$ cat src/rtl/slol_pkg.sv
package slol_pkg;

	// Defaults for the top-level parameters
	localparam int DEPTH_DEF        = 16;
	localparam int PAYLOAD_BITS_DEF = 32;

	// Fixed field widths
	localparam int FUNC_W   = 2;
	localparam int POS_W    = 4;
	localparam int DATA_W   = 32;
	localparam int STATUS_W = 2;
	localparam int COUNT_W  = 5;

	// Stream widths, padded to whole bytes
	localparam int S_TDATA_W = ((POS_W + DATA_W + 7) / 8) * 8;
	localparam int M_TDATA_W = ((DATA_W + COUNT_W + 7) / 8) * 8;

	typedef enum logic [FUNC_W-1:0] {
		FUNC_ADD    = 2'd0,
		FUNC_DELETE = 2'd1,
		FUNC_LOOK   = 2'd2,
		FUNC_TAKE   = 2'd3
	} func_t;

	typedef enum logic [STATUS_W-1:0] {
		ST_OK     = 2'd0,
		ST_FULL   = 2'd1,
		ST_ABSENT = 2'd2
	} status_t;

	typedef enum logic [2:0] {
		S_IDLE,
		S_DECODE,
		S_SCAN,
		S_ADD,
		S_WALK,
		S_READ,
		S_DONE
	} state_t;

	// Controller -> datapath
	typedef struct packed {
		logic load;       // capture input beat, arm scan and walk
		logic scan_step;  // advance free-slot scan
		logic add_wr;     // write and link new entry at scan slot
		logic walk_step;  // follow one forward link
		logic read_ent;   // read payload and links of current slot
		logic unlink;     // unlink current slot and free it
		logic res_ok;     // result: ok, payload for look/take
		logic res_full;   // result: list full
		logic res_absent; // result: position not present
		logic out_load;   // move result into output register
	} cmd_t;

	// Datapath -> controller
	typedef struct packed {
		func_t func;
		logic  full;
		logic  absent;
		logic  scan_hit;
		logic  steps_zero;
	} stat_t;

endpackage

$ cat src/rtl/slol_ctrl.sv
module slol_ctrl (
	input  logic           clk,
	input  logic           arst_n,
	input  logic           s_tvalid,
	output logic           s_tready,
	output logic           m_tvalid,
	input  logic           m_tready,
	input  slol_pkg::stat_t stat,
	output slol_pkg::cmd_t  cmd
);

	slol_pkg::state_t state_q, state_nxt;
	logic             m_tvalid_q;
	logic             out_free;

	assign out_free = !m_tvalid_q || m_tready;

	always_ff @(posedge clk or negedge arst_n) begin
		if (!arst_n) begin
			state_q    <= slol_pkg::S_IDLE;
			m_tvalid_q <= 1'b0;
		end else begin
			state_q <= state_nxt;
			if (cmd.out_load) begin
				m_tvalid_q <= 1'b1;
			end else if (m_tready) begin
				m_tvalid_q <= 1'b0;
			end
		end
	end

	// next state
	always_comb begin
		state_nxt = state_q;
		unique case (state_q)
			slol_pkg::S_IDLE: begin
				if (s_tvalid) state_nxt = slol_pkg::S_DECODE;
			end
			slol_pkg::S_DECODE: begin
				if (stat.func == slol_pkg::FUNC_ADD) begin
					state_nxt = stat.full ? slol_pkg::S_DONE : slol_pkg::S_SCAN;
				end else begin
					state_nxt = stat.absent ? slol_pkg::S_DONE : slol_pkg::S_WALK;
				end
			end
			slol_pkg::S_SCAN: begin
				if (stat.scan_hit) state_nxt = slol_pkg::S_ADD;
			end
			slol_pkg::S_ADD: begin
				state_nxt = slol_pkg::S_DONE;
			end
			slol_pkg::S_WALK: begin
				if (stat.steps_zero) state_nxt = slol_pkg::S_READ;
			end
			slol_pkg::S_READ: begin
				state_nxt = slol_pkg::S_DONE;
			end
			slol_pkg::S_DONE: begin
				if (out_free) state_nxt = slol_pkg::S_IDLE;
			end
			default: begin
				state_nxt = slol_pkg::S_IDLE;
			end
		endcase
	end

	// outputs
	always_comb begin
		cmd      = '0;
		s_tready = 1'b0;
		unique case (state_q)
			slol_pkg::S_IDLE: begin
				s_tready = 1'b1;
				cmd.load = s_tvalid;
			end
			slol_pkg::S_DECODE: begin
				if (stat.func == slol_pkg::FUNC_ADD) begin
					cmd.res_full = stat.full;
				end else begin
					cmd.res_absent = stat.absent;
				end
			end
			slol_pkg::S_SCAN: begin
				cmd.scan_step = !stat.scan_hit;
			end
			slol_pkg::S_ADD: begin
				cmd.add_wr = 1'b1;
			end
			slol_pkg::S_WALK: begin
				cmd.read_ent  = stat.steps_zero;
				cmd.walk_step = !stat.steps_zero;
			end
			slol_pkg::S_READ: begin
				cmd.res_ok = 1'b1;
				cmd.unlink = (stat.func != slol_pkg::FUNC_LOOK);
			end
			slol_pkg::S_DONE: begin
				cmd.out_load = out_free;
			end
			default: begin
				cmd = '0;
			end
		endcase
	end

	assign m_tvalid = m_tvalid_q;

endmodule

$ cat src/rtl/slol_dp.sv
module slol_dp #(
	parameter int DEPTH        = slol_pkg::DEPTH_DEF,
	parameter int PAYLOAD_BITS = slol_pkg::PAYLOAD_BITS_DEF
) (
	input  logic                           clk,
	input  logic                           arst_n,
	input  logic [slol_pkg::S_TDATA_W-1:0] s_tdata,
	input  logic [slol_pkg::FUNC_W-1:0]    s_tuser,
	output logic [slol_pkg::M_TDATA_W-1:0] m_tdata,
	output logic [slol_pkg::STATUS_W-1:0]  m_tuser,
	input  slol_pkg::cmd_t                 cmd,
	output slol_pkg::stat_t                stat
);

	localparam int AW    = (DEPTH > 1) ? $clog2(DEPTH) : 1;
	localparam int CW    = $clog2(DEPTH + 1);
	localparam int CMP_W = ((CW > slol_pkg::POS_W) ? CW : slol_pkg::POS_W) + 1;
	localparam int KEEP  = (PAYLOAD_BITS < slol_pkg::DATA_W) ? PAYLOAD_BITS
	                                                         : slol_pkg::DATA_W;
	localparam int PAD_W = slol_pkg::M_TDATA_W - slol_pkg::DATA_W - slol_pkg::COUNT_W;

	// slot store
	logic [PAYLOAD_BITS-1:0] pay_mem  [DEPTH];
	logic [AW-1:0]           next_mem [DEPTH];
	logic [AW-1:0]           prev_mem [DEPTH];

	// list control state
	logic [DEPTH-1:0] valid_q;
	logic [AW-1:0]    head_q, tail_q;
	logic [CW-1:0]    count_q;

	// per-operation registers
	slol_pkg::func_t             func_q;
	logic [slol_pkg::POS_W-1:0]  pos_q, steps_q;
	logic [PAYLOAD_BITS-1:0]     data_q;
	logic [AW-1:0]               scan_q, cur_q;
	logic [PAYLOAD_BITS-1:0]     pay_rd_q;
	logic [AW-1:0]               prv_rd_q, nxt_rd_q;
	slol_pkg::status_t           res_status_q;
	logic [slol_pkg::DATA_W-1:0] res_data_q;
	logic [slol_pkg::M_TDATA_W-1:0] m_tdata_q;
	logic [slol_pkg::STATUS_W-1:0]  m_tuser_q;

	logic          is_head, is_tail, empty;
	logic          next_we, prev_we;
	logic [AW-1:0] next_wa, next_wd, prev_wa, prev_wd;

	assign empty   = (count_q == '0);
	assign is_head = (pos_q == '0);
	assign is_tail = ((CMP_W'(pos_q) + CMP_W'(1)) == CMP_W'(count_q));

	assign stat.func       = func_q;
	assign stat.full       = (CMP_W'(count_q) == CMP_W'(DEPTH));
	assign stat.absent     = (CMP_W'(pos_q) >= CMP_W'(count_q));
	assign stat.scan_hit   = !valid_q[scan_q];
	assign stat.steps_zero = (steps_q == '0);

	// link write ports: add links after tail, unlink bridges neighbors
	always_comb begin
		next_we = 1'b0;
		next_wa = tail_q;
		next_wd = scan_q;
		prev_we = 1'b0;
		prev_wa = scan_q;
		prev_wd = tail_q;
		if (cmd.add_wr) begin
			next_we = !empty;
			prev_we = 1'b1;
		end else if (cmd.unlink) begin
			next_we = !is_head;
			next_wa = prv_rd_q;
			next_wd = nxt_rd_q;
			prev_we = !is_tail;
			prev_wa = nxt_rd_q;
			prev_wd = prv_rd_q;
		end
	end

	always_ff @(posedge clk) begin
		if (cmd.add_wr) pay_mem[scan_q] <= data_q;
		if (next_we)    next_mem[next_wa] <= next_wd;
		if (prev_we)    prev_mem[prev_wa] <= prev_wd;
		if (cmd.read_ent) begin
			pay_rd_q <= pay_mem[cur_q];
			prv_rd_q <= prev_mem[cur_q];
			nxt_rd_q <= next_mem[cur_q];
		end
		if (cmd.load) begin
			cur_q <= head_q;
		end else if (cmd.walk_step) begin
			cur_q <= next_mem[cur_q];
		end
	end

	always_ff @(posedge clk) begin
		if (cmd.load) begin
			func_q  <= slol_pkg::func_t'(s_tuser);
			pos_q   <= s_tdata[slol_pkg::POS_W-1:0];
			steps_q <= s_tdata[slol_pkg::POS_W-1:0];
			data_q  <= PAYLOAD_BITS'(s_tdata[slol_pkg::POS_W +: KEEP]);
			scan_q  <= '0;
		end else begin
			if (cmd.scan_step) scan_q <= scan_q + AW'(1);
			if (cmd.walk_step) steps_q <= steps_q - slol_pkg::POS_W'(1);
		end
		if (cmd.res_full) begin
			res_status_q <= slol_pkg::ST_FULL;
			res_data_q   <= '0;
		end else if (cmd.res_absent) begin
			res_status_q <= slol_pkg::ST_ABSENT;
			res_data_q   <= '0;
		end else if (cmd.add_wr) begin
			res_status_q <= slol_pkg::ST_OK;
			res_data_q   <= '0;
		end else if (cmd.res_ok) begin
			res_status_q <= slol_pkg::ST_OK;
			res_data_q   <= (func_q == slol_pkg::FUNC_DELETE) ? '0
			                : slol_pkg::DATA_W'(pay_rd_q[KEEP-1:0]);
		end
		if (cmd.out_load) begin
			m_tdata_q <= {{PAD_W{1'b0}}, slol_pkg::COUNT_W'(count_q), res_data_q};
			m_tuser_q <= res_status_q;
		end
	end

	always_ff @(posedge clk or negedge arst_n) begin
		if (!arst_n) begin
			valid_q <= '0;
			head_q  <= '0;
			tail_q  <= '0;
			count_q <= '0;
		end else if (cmd.add_wr) begin
			valid_q[scan_q] <= 1'b1;
			if (empty) head_q <= scan_q;
			tail_q  <= scan_q;
			count_q <= count_q + CW'(1);
		end else if (cmd.unlink) begin
			valid_q[cur_q] <= 1'b0;
			if (is_head) head_q <= nxt_rd_q;
			if (is_tail) tail_q <= prv_rd_q;
			count_q <= count_q - CW'(1);
		end
	end

	assign m_tdata = m_tdata_q;
	assign m_tuser = m_tuser_q;

	a_count_matches_valid: assert property (@(posedge clk) disable iff (!arst_n)
		$countones(valid_q) == int'(count_q))
		else $error("entry count differs from number of valid slots");

	a_add_free_slot: assert property (@(posedge clk) disable iff (!arst_n)
		cmd.add_wr |-> !valid_q[scan_q])
		else $error("add writes into a live slot");

	a_unlink_live_slot: assert property (@(posedge clk) disable iff (!arst_n)
		cmd.unlink |-> valid_q[cur_q] && !empty)
		else $error("unlink of a free slot or on an empty list");

	a_scan_not_full: assert property (@(posedge clk) disable iff (!arst_n)
		cmd.scan_step |-> !stat.full && (CMP_W'(scan_q) < CMP_W'(DEPTH - 1)))
		else $error("free-slot scan runs past the store");

endmodule

$ cat src/rtl/slot_linked_ordered_list_top.sv
// Channel   Dir  tdata                                   tuser
// s_*       in   [3:0] position, [35:4] data_in          [1:0] func
// m_*       out  [31:0] data_out, [36:32] count          [1:0] status
//
// One beat in gives one beat out. Add scans from slot 0 for the lowest free slot
// (scan, one slot per cycle); delete, look and take walk the links up to the position
// (link walk, one memory read per step). A full list or a bad position skips scan and walk.
// Reset clears valid bits, head, tail and count at once; no clearing pass.
// A waiting result sits in the output register while the next beat is taken;
// that beat finishes only when the result has left.
module slot_linked_ordered_list_top #(
	parameter int DEPTH        = slol_pkg::DEPTH_DEF,
	parameter int PAYLOAD_BITS = slol_pkg::PAYLOAD_BITS_DEF
) (
	input  logic                           clk,
	input  logic                           arst_n,
	// operation beat
	input  logic                           s_tvalid,
	output logic                           s_tready,
	input  logic [slol_pkg::S_TDATA_W-1:0] s_tdata,  // position, data_in, pad
	input  logic [slol_pkg::FUNC_W-1:0]    s_tuser,  // func
	// result beat
	output logic                           m_tvalid,
	input  logic                           m_tready,
	output logic [slol_pkg::M_TDATA_W-1:0] m_tdata,  // data_out, count, pad
	output logic [slol_pkg::STATUS_W-1:0]  m_tuser   // status
);

	slol_pkg::cmd_t  cmd;
	slol_pkg::stat_t stat;

	// sequencer: decode, scan, walk, unlink, result handoff
	slol_ctrl u_ctrl (
		.clk      (clk),
		.arst_n   (arst_n),
		.s_tvalid (s_tvalid),
		.s_tready (s_tready),
		.m_tvalid (m_tvalid),
		.m_tready (m_tready),
		.stat     (stat),
		.cmd      (cmd)
	);

	// slot store, links, anchors, count and result registers
	slol_dp #(
		.DEPTH        (DEPTH),
		.PAYLOAD_BITS (PAYLOAD_BITS)
	) u_dp (
		.clk     (clk),
		.arst_n  (arst_n),
		.s_tdata (s_tdata),
		.s_tuser (s_tuser),
		.m_tdata (m_tdata),
		.m_tuser (m_tuser),
		.cmd     (cmd),
		.stat    (stat)
	);

endmodule
$ cat config.mk
export PLATFORM = sky130hd
export DESIGN_NAME = slot_linked_ordered_list_top
export DESIGN_NICKNAME = d
export VERILOG_FILES = /design/src/rtl/slol_pkg.sv /design/src/rtl/slol_ctrl.sv /design/src/rtl/slol_dp.sv /design/src/rtl/slot_linked_ordered_list_top.sv
export SDC_FILE = /design/constraint.sdc
export NUM_CORES = 1
export LEC_CHECK = 0
export BUFFER_PORTS_ARGS = -buffer_cell sky130_fd_sc_hd__buf_2
export CAP_MARGIN = 20
export CELL_PAD_IN_SITES_DETAIL_PLACEMENT = 2
export CELL_PAD_IN_SITES_GLOBAL_PLACEMENT = 2
export CORE_ASPECT_RATIO = 1.1
export CORE_MARGIN = 3
export CORE_UTILIZATION = 38
export CTS_CLUSTER_SIZE = 12
export DETAILED_ROUTE_END_ITERATION = 6
export PLACE_DENSITY = 0.72
export SYNTH_ARGS = -nofsm -noshare
export SYNTH_HDL_FRONTEND = slang
export SYNTH_SLANG_ARGS = --single-unit
export TNS_END_PERCENT = 50
$ cat constraint.sdc
create_clock -name clk -period 5.4 [get_ports clk]
set_input_delay 0.27 -clock clk [delete_from_list [all_inputs] [get_ports clk]]
set_output_delay 0.27 -clock clk [all_outputs]
set_load 0.005 [all_outputs]
# After elaboration in Yosys (flattened, before gate mapping)
# Memories as Yosys holds them, arrays and structs flattened. A register that Yosys moved wholly into a read port is not among the register bits.
# Cells that the tools add are included.
# word_totals
inputBits,46
reg_bits,160
ram_bits,640
n_memories,3
wordCells,132
# mem_list
memory,words,word_bits,rd,rd_clocked_by_memory_dff,wr,line_no,source
u_dp.pay_mem,16,32,1,1,1,slol_dp.sv:23,logic [PAYLOAD_BITS-1:0] pay_mem [DEPTH];
u_dp.next_mem,16,4,1,1,1,slol_dp.sv:24,logic [AW-1:0] next_mem [DEPTH];
u_dp.prev_mem,16,4,1,1,1,slol_dp.sv:25,logic [AW-1:0] prev_mem [DEPTH];
# op_classes
n_eq_ne,15
n_bitwise,3
mux,60
n_reduce_logical,24
n_lt_le_gt_ge,5
add_sub_neg,5
# op_table
cell,n
4-bit 2-to-1 mux,16
16-bit 2-to-1 mux,2
32-bit 2-to-1 mux,1
1-bit 2-to-1 mux,22
3-bit 2-to-1 mux,6
3-bit case mux with 6 select lines,1
16-bit AND,1
16-bit inverter,1
16-bit OR,1
2-bit 2-to-1 mux,7
"4-bit by 5-bit less-than comparator with 1-bit output, second input constant",2
5-bit 2-to-1 mux,2
2-bit nonzero test,5
"3-bit == test, second input constant",3
1-bit demux with 4-bit select,2
"4-bit by 1-bit >= comparator with 1-bit output, second input constant",2
4-bit logical NOT,2
"3-bit by 2-bit == test with 1-bit output, second input constant",2
6-bit by 5-bit == test with 1-bit output,1
"2-bit by 1-bit inequality test with 1-bit output, second input constant",3
"2-bit inequality test, second input constant",3
"4-bit by 1-bit adder with 5-bit output, second input constant",1
"5-bit by 1-bit adder with 5-bit output, second input constant",1
"5-bit == test, second input constant",1
other kinds (19),24

# Depth between registers and ports, before layout
# logic_depth
depth_word,8
mapped_depth,9
mapped_depth_nobuf,8

# Hierarchy
# Synthesis repeated with hierarchy kept, for this count alone.
# hier_totals
cells_unflattened,1548
hier_area_um2,32122.1
# modules_own_cells
mod,cells_per_inst,area_each_um2,n_inst
slol_dp,1510,31790.5,1
slol_ctrl,38,331.6,1

# Worst setup path before layout
# No wires, ideal clock.
# synth_timing
path_type,register to register
start,register u_ctrl.state_q[2]
end,"register u_dp.m_tdata_q, in the netlist u_dp.m_tdata[0], enable pin"
path_buffers,1
setup_ns,0.492
arrival_time_ns,3.678
stages_incl_launch_ff,4
synth_period_minus_slack_ns,4.170
path_slack_ns,1.230
cell_sequence,dfrtp_1 clkbuf_1 nand2_1 nor3b_1
# synth_rtl
element,line_no,source
from (decl),slol_ctrl.sv:12,"slol_pkg::state_t state_q, state_nxt;"
from (signal assigned),slol_ctrl.sv:20,state_q <= slol_pkg::S_IDLE;
from (signal assigned),slol_ctrl.sv:23,state_q <= state_nxt;
to (signal assigned),slol_dp.sv:121,"m_tdata_q <= {{PAD_W{1'b0}}, slol_pkg::COUNT_W'(count_q), res_data_q};"
to (decl),slol_dp.sv:41,logic [slol_pkg::M_TDATA_W-1:0] m_tdata_q;

# Worst setup path in the final report
# layout_timing
start,register u_ctrl.state_q[2]
end,"memory u_dp.prev_mem[11][0] in the netlist's numbering, enable pin"
# layout_between
elab_chain_cells,6
# layout_rtl
element,line_no,source
3-bit == test,slol_ctrl.sv:71,unique case (state_q)
2-bit 2-to-1 mux,slol_ctrl.sv:71,
1-bit 2-to-1 mux,slol_dp.sv:69,end else if (cmd.unlink) begin
1-bit 2-to-1 mux,slol_dp.sv:66,if (cmd.add_wr) begin
1-bit 2-to-1 mux,slol_dp.sv:82,if (prev_we) prev_mem[prev_wa] <= prev_wd;
1-bit 2-to-1 mux (implied by the code),slol_dp.sv:82,
to (decl),slol_dp.sv:25,
# Several ways; a longest one is shown, not always the timed one.

==> summary.md <==
| Metric | Value |
|---|---|
| Fin nets | `about 1,800` |
| Area share of the largest cell type after synthesis | `a little under three quarters` |
| Placement Rows | `approximately 110` |
| First-pass GRT wire length | `132,000 um` |
| Top cells by count, synth | `765 x edfxtp_1, 196 x mux4_2, 75 x nand2_1` |
| CP startpoint kind | `flip-flop` |
| Via count | `about 16,000` |
| Tmin final | `between 3 and 4 ns` |
| Top_reg_cell synth | `edfxtp_1` |
| WP data arrival | `between 3 and 4 ns` |
| CTS Buf Count | `between 80 and 90` |
| Synthesized area per cell | `a little over 20 um2` |
| RSZ-0062 raised after global routing | `no` |
| Clk buf depth | `3` |
| Gr ovfl total | `0` |
| CP max stage cell | `and3b_1` |
| Leading area contributor after synthesis | `edfxtp_1` |
| Yosys Warn Count | `0` |
| Core area | `around 84,000 um2` |
| FF-to-FF path depth | `5` |
| Max Cap Violations | `0` |
| Setup Viol. Count Final | `0` |
| Final core occ | `44.5%` |
| Internal reg-to-reg setup slack | `about 1.8 ns` |
| Cell count along the critical path | `5` |
| Critical-path cell list | `and3b_1 > o21ai_2 > nand2_1 > nand4_1 > nor2_1` |
| RR Startpoint | `u_ctrl.state_q[2]` |
| Number of synthesized flops with an enable pin | `765` |
| LEAKAGE | `roughly 0.012 uW` |
| Max Slew Vio Count | `0` |
| Initial antenna violation count | `1` |
| Hold WS | `0.283 ns` |
| Worst Skew | `~0.05 ns` |
| H-tree lvl count | `3` |
| Wirelength per Cell | `30.2 um` |
| Maximum VDD drop | `roughly 0.31 mV` |
| Critical Path Start | `u_ctrl.state_q[2]` |
| Gpl congestion | `~0.74` |
| CTS Sinks | `840` |
| Die H | `311 um` |
| DRT Pass-1 Iters | `5` |
| Total track usage | `20.4%` |
| IO Port Bufs | `82` |
| R2R Path End | `u_dp.prev_mem[11][0]` |
| Post-DP HPWL | `53,600 um` |
| Final worst path period share | `about two thirds` |
| Initial DRC Count | `roughly 1,600` |
| Top-count cell post-synth | `edfxtp_1` |
| Synth async-reset ratio | `roughly 3.9%` |
| Register area share after synthesis | `about three quarters` |
| Met2 wire len | `around 46,000 um` |
| Synth area leaders | `edfxtp_1 71%, mux4_2 14%, dfxtp_1 2.6%, dfrtp_1 2.6%, nand2_1 0.88%` |
| Family with the most delay on the worst path | `simple AND/OR/NAND/NOR gates` |
| Die width | `around 280 um` |
| Antenna-violating nets left | `0` |
| Clk slew on worst S/H paths | `roughly 0.06 ns` |
| Cells after synthesis | `between 1,500 and 2,000` |
| Die area | `88,200 um2` |
| Fmax | `around 0.28 GHz` |
| Largest stage delay, worst path | `roughly 0.70 ns` |
| Netlist Area Pre-Place | `approximately 32,000 um2` |
| Max Used Layer | `met4` |
| Fill count | `approximately 7,600` |
| Via-to-Cell Ratio | `roughly 5.5` |
| Final hold vios | `0` |
| Clk root buf | `clkbuf_16` |
| Area Overhead vs Synth | `15.7%` |
| CTS resizes | `0` |
| Detailed-route wire length | `between 80,000 and 90,000 um` |
| Largest net degree at the start of global routing | `100` |
| Initial Utilization | `between 30% and 40%` |
| Status | `complete, no violations` |
| IO Pins | `90` |
| CTS tree | `yes` |
| FF+latch count, synth | `840` |
| CP max FO | `18` |
| Pwr dens | `roughly 510 nW/um2` |
| Met3 wire length | `roughly 4200 um` |
| Critical setup path kind | `flip-flop to flip-flop` |
| Worst path bufs/invs | `0` |
| Synth cell types | `65` |
| # diodes | `0` |
| Power, Total | `around 19,000 uW` |
| Hold crit path type | `primary input to asynchronous set/reset pin` |
| Vias in the first global route | `18,200` |
| Setup Total Neg Slack | `0 ns` |
| Clk_lat worst skew | `between 0.6 and 0.7 ns` |
| DRC | `0` |
| Worst relative slew slack | `about a third` |
| M1 wire length | `36,700 um` |
| Required time of the worst setup path | `~5.7 ns` |
| Critical Path Sink Type | `flip-flop` |
| Share of layout cells above drive strength 1 | `between 20 and 30%` |
| Slew @ Worst Pin | `between 0.9 and 1 ns` |
==> stage by stage <==
stage                     worst slack, ns  std cells  cell area (um2)
after floorplan                      1.23       1570            32200
after CTS                            1.76       2949            37200
final                                1.81       2950            37200
after global placement               2.10       2741            33900
after global routing                 1.51       2950            37200
after detailed placement             1.80       2741            33900
==> cells in the final DEF (no fill, tap or decap), types with 15 or more instances in the layout <==
cell / instances
o21ai_0: 18
nor2_1: 54
nand3_1: 36
dlygate4sd3_1: 41
clkbuf_16: 91
clkbuf_1: 37
edfxtp_1: 765
dfrtp_1: 33
dfxtp_1: 42
nand2_1: 75
mux4_2: 196
inv_1: 27
buf_2: 82
clkbuf_8: 15
and2_2: 16
a21oi_1: 45
buf_4: 35
==> worst register-to-register path: stages (launching register included) <==
cell and delay, ns:
dfrtp_1 0.65, and3b_1 0.70, o21ai_2 0.46, nand2_1 0.46, nand4_1 0.41, nor2_1 0.52
==> layer usage <==
metal / GRT usage (%) / up-vias
li1: - / 6742
met3: 3.20 / 122
met4: 5.41 / 0
met2: 35.7 / 495
met1: 26.5 / 8847
met5: 0 / -
==> flip-flops by register name (all words and copies together), names as in the netlist, 5 cells and up, named ones only <==
register and cells:
u_dp.pay_mem 512, u_dp.next_mem 64, u_dp.prev_mem 64, u_dp.m_tdata 37
u_dp.data_q 32, u_dp.pay_rd_q 32, u_dp.res_data_q 32, u_dp.valid_q 16
u_dp.count_q 5
==> what timing repair did <==
item,CTS,global route
buffers inserted,0,0
hold buffers,41,0
endpoints found under the hold margin,77,0
==> kinds of logic (layout without fill, tap and decap cells) <==
group / Yosys count / after routing / synth area share (%)
XOR/XNOR: 11 / 11 / 0.346
AND/OR/NAND/NOR: 243 / 243 / 3.60
multiplexers: 209 / 209 / 14.1
flip-flops: 840 / 840 / 76.6
other: 1 / 3 / 0.0117
buffers and inverters: 109 / 359 / 1.81
AO/OA/AOI/OAI: 140 / 140 / 2.87
adder cells (fa/ha/maj): 15 / 15 / 0.607
==> area by class of cell <==
cell class | instances | area (um2) | area share, %
repair buffers | 163 | 1190 | 3.20
clock inverters | 24 | 234 | 0.629
clock buffers | 143 | 2620 | 7.05
multi-input cells | 621 | 6990 | 18.8
inverters | 29 | 109 | 0.293
well taps | 1130 | 1410 | 3.80
flip-flops and latches | 840 | 24600 | 66.2
==> worst max-delay path by stage <==
stage                           end  slack, ns
5_1_grt        u_dp.prev_mem[11][0]       1.51
3_3_place_gp     u_dp.pay_mem[8][1]       2.10
2_1_floorplan       u_dp.m_tdata[0]       1.23
4_1_cts        u_dp.prev_mem[11][0]       1.76
3_5_place_dp   u_dp.prev_mem[11][2]       1.80
6_report       u_dp.prev_mem[11][0]       1.81
==> where the power goes <==
group	leakage, uW	switching, uW	total, uW	internal (uW)
clock	0.00139	2590	5980	3400
sequential	0.00771	599	8640	8040
combinational	0.00301	2430	4530	2100
total	0.0121	5620	19200	13500
Note: power is estimated with default switching activity, not from simulation.
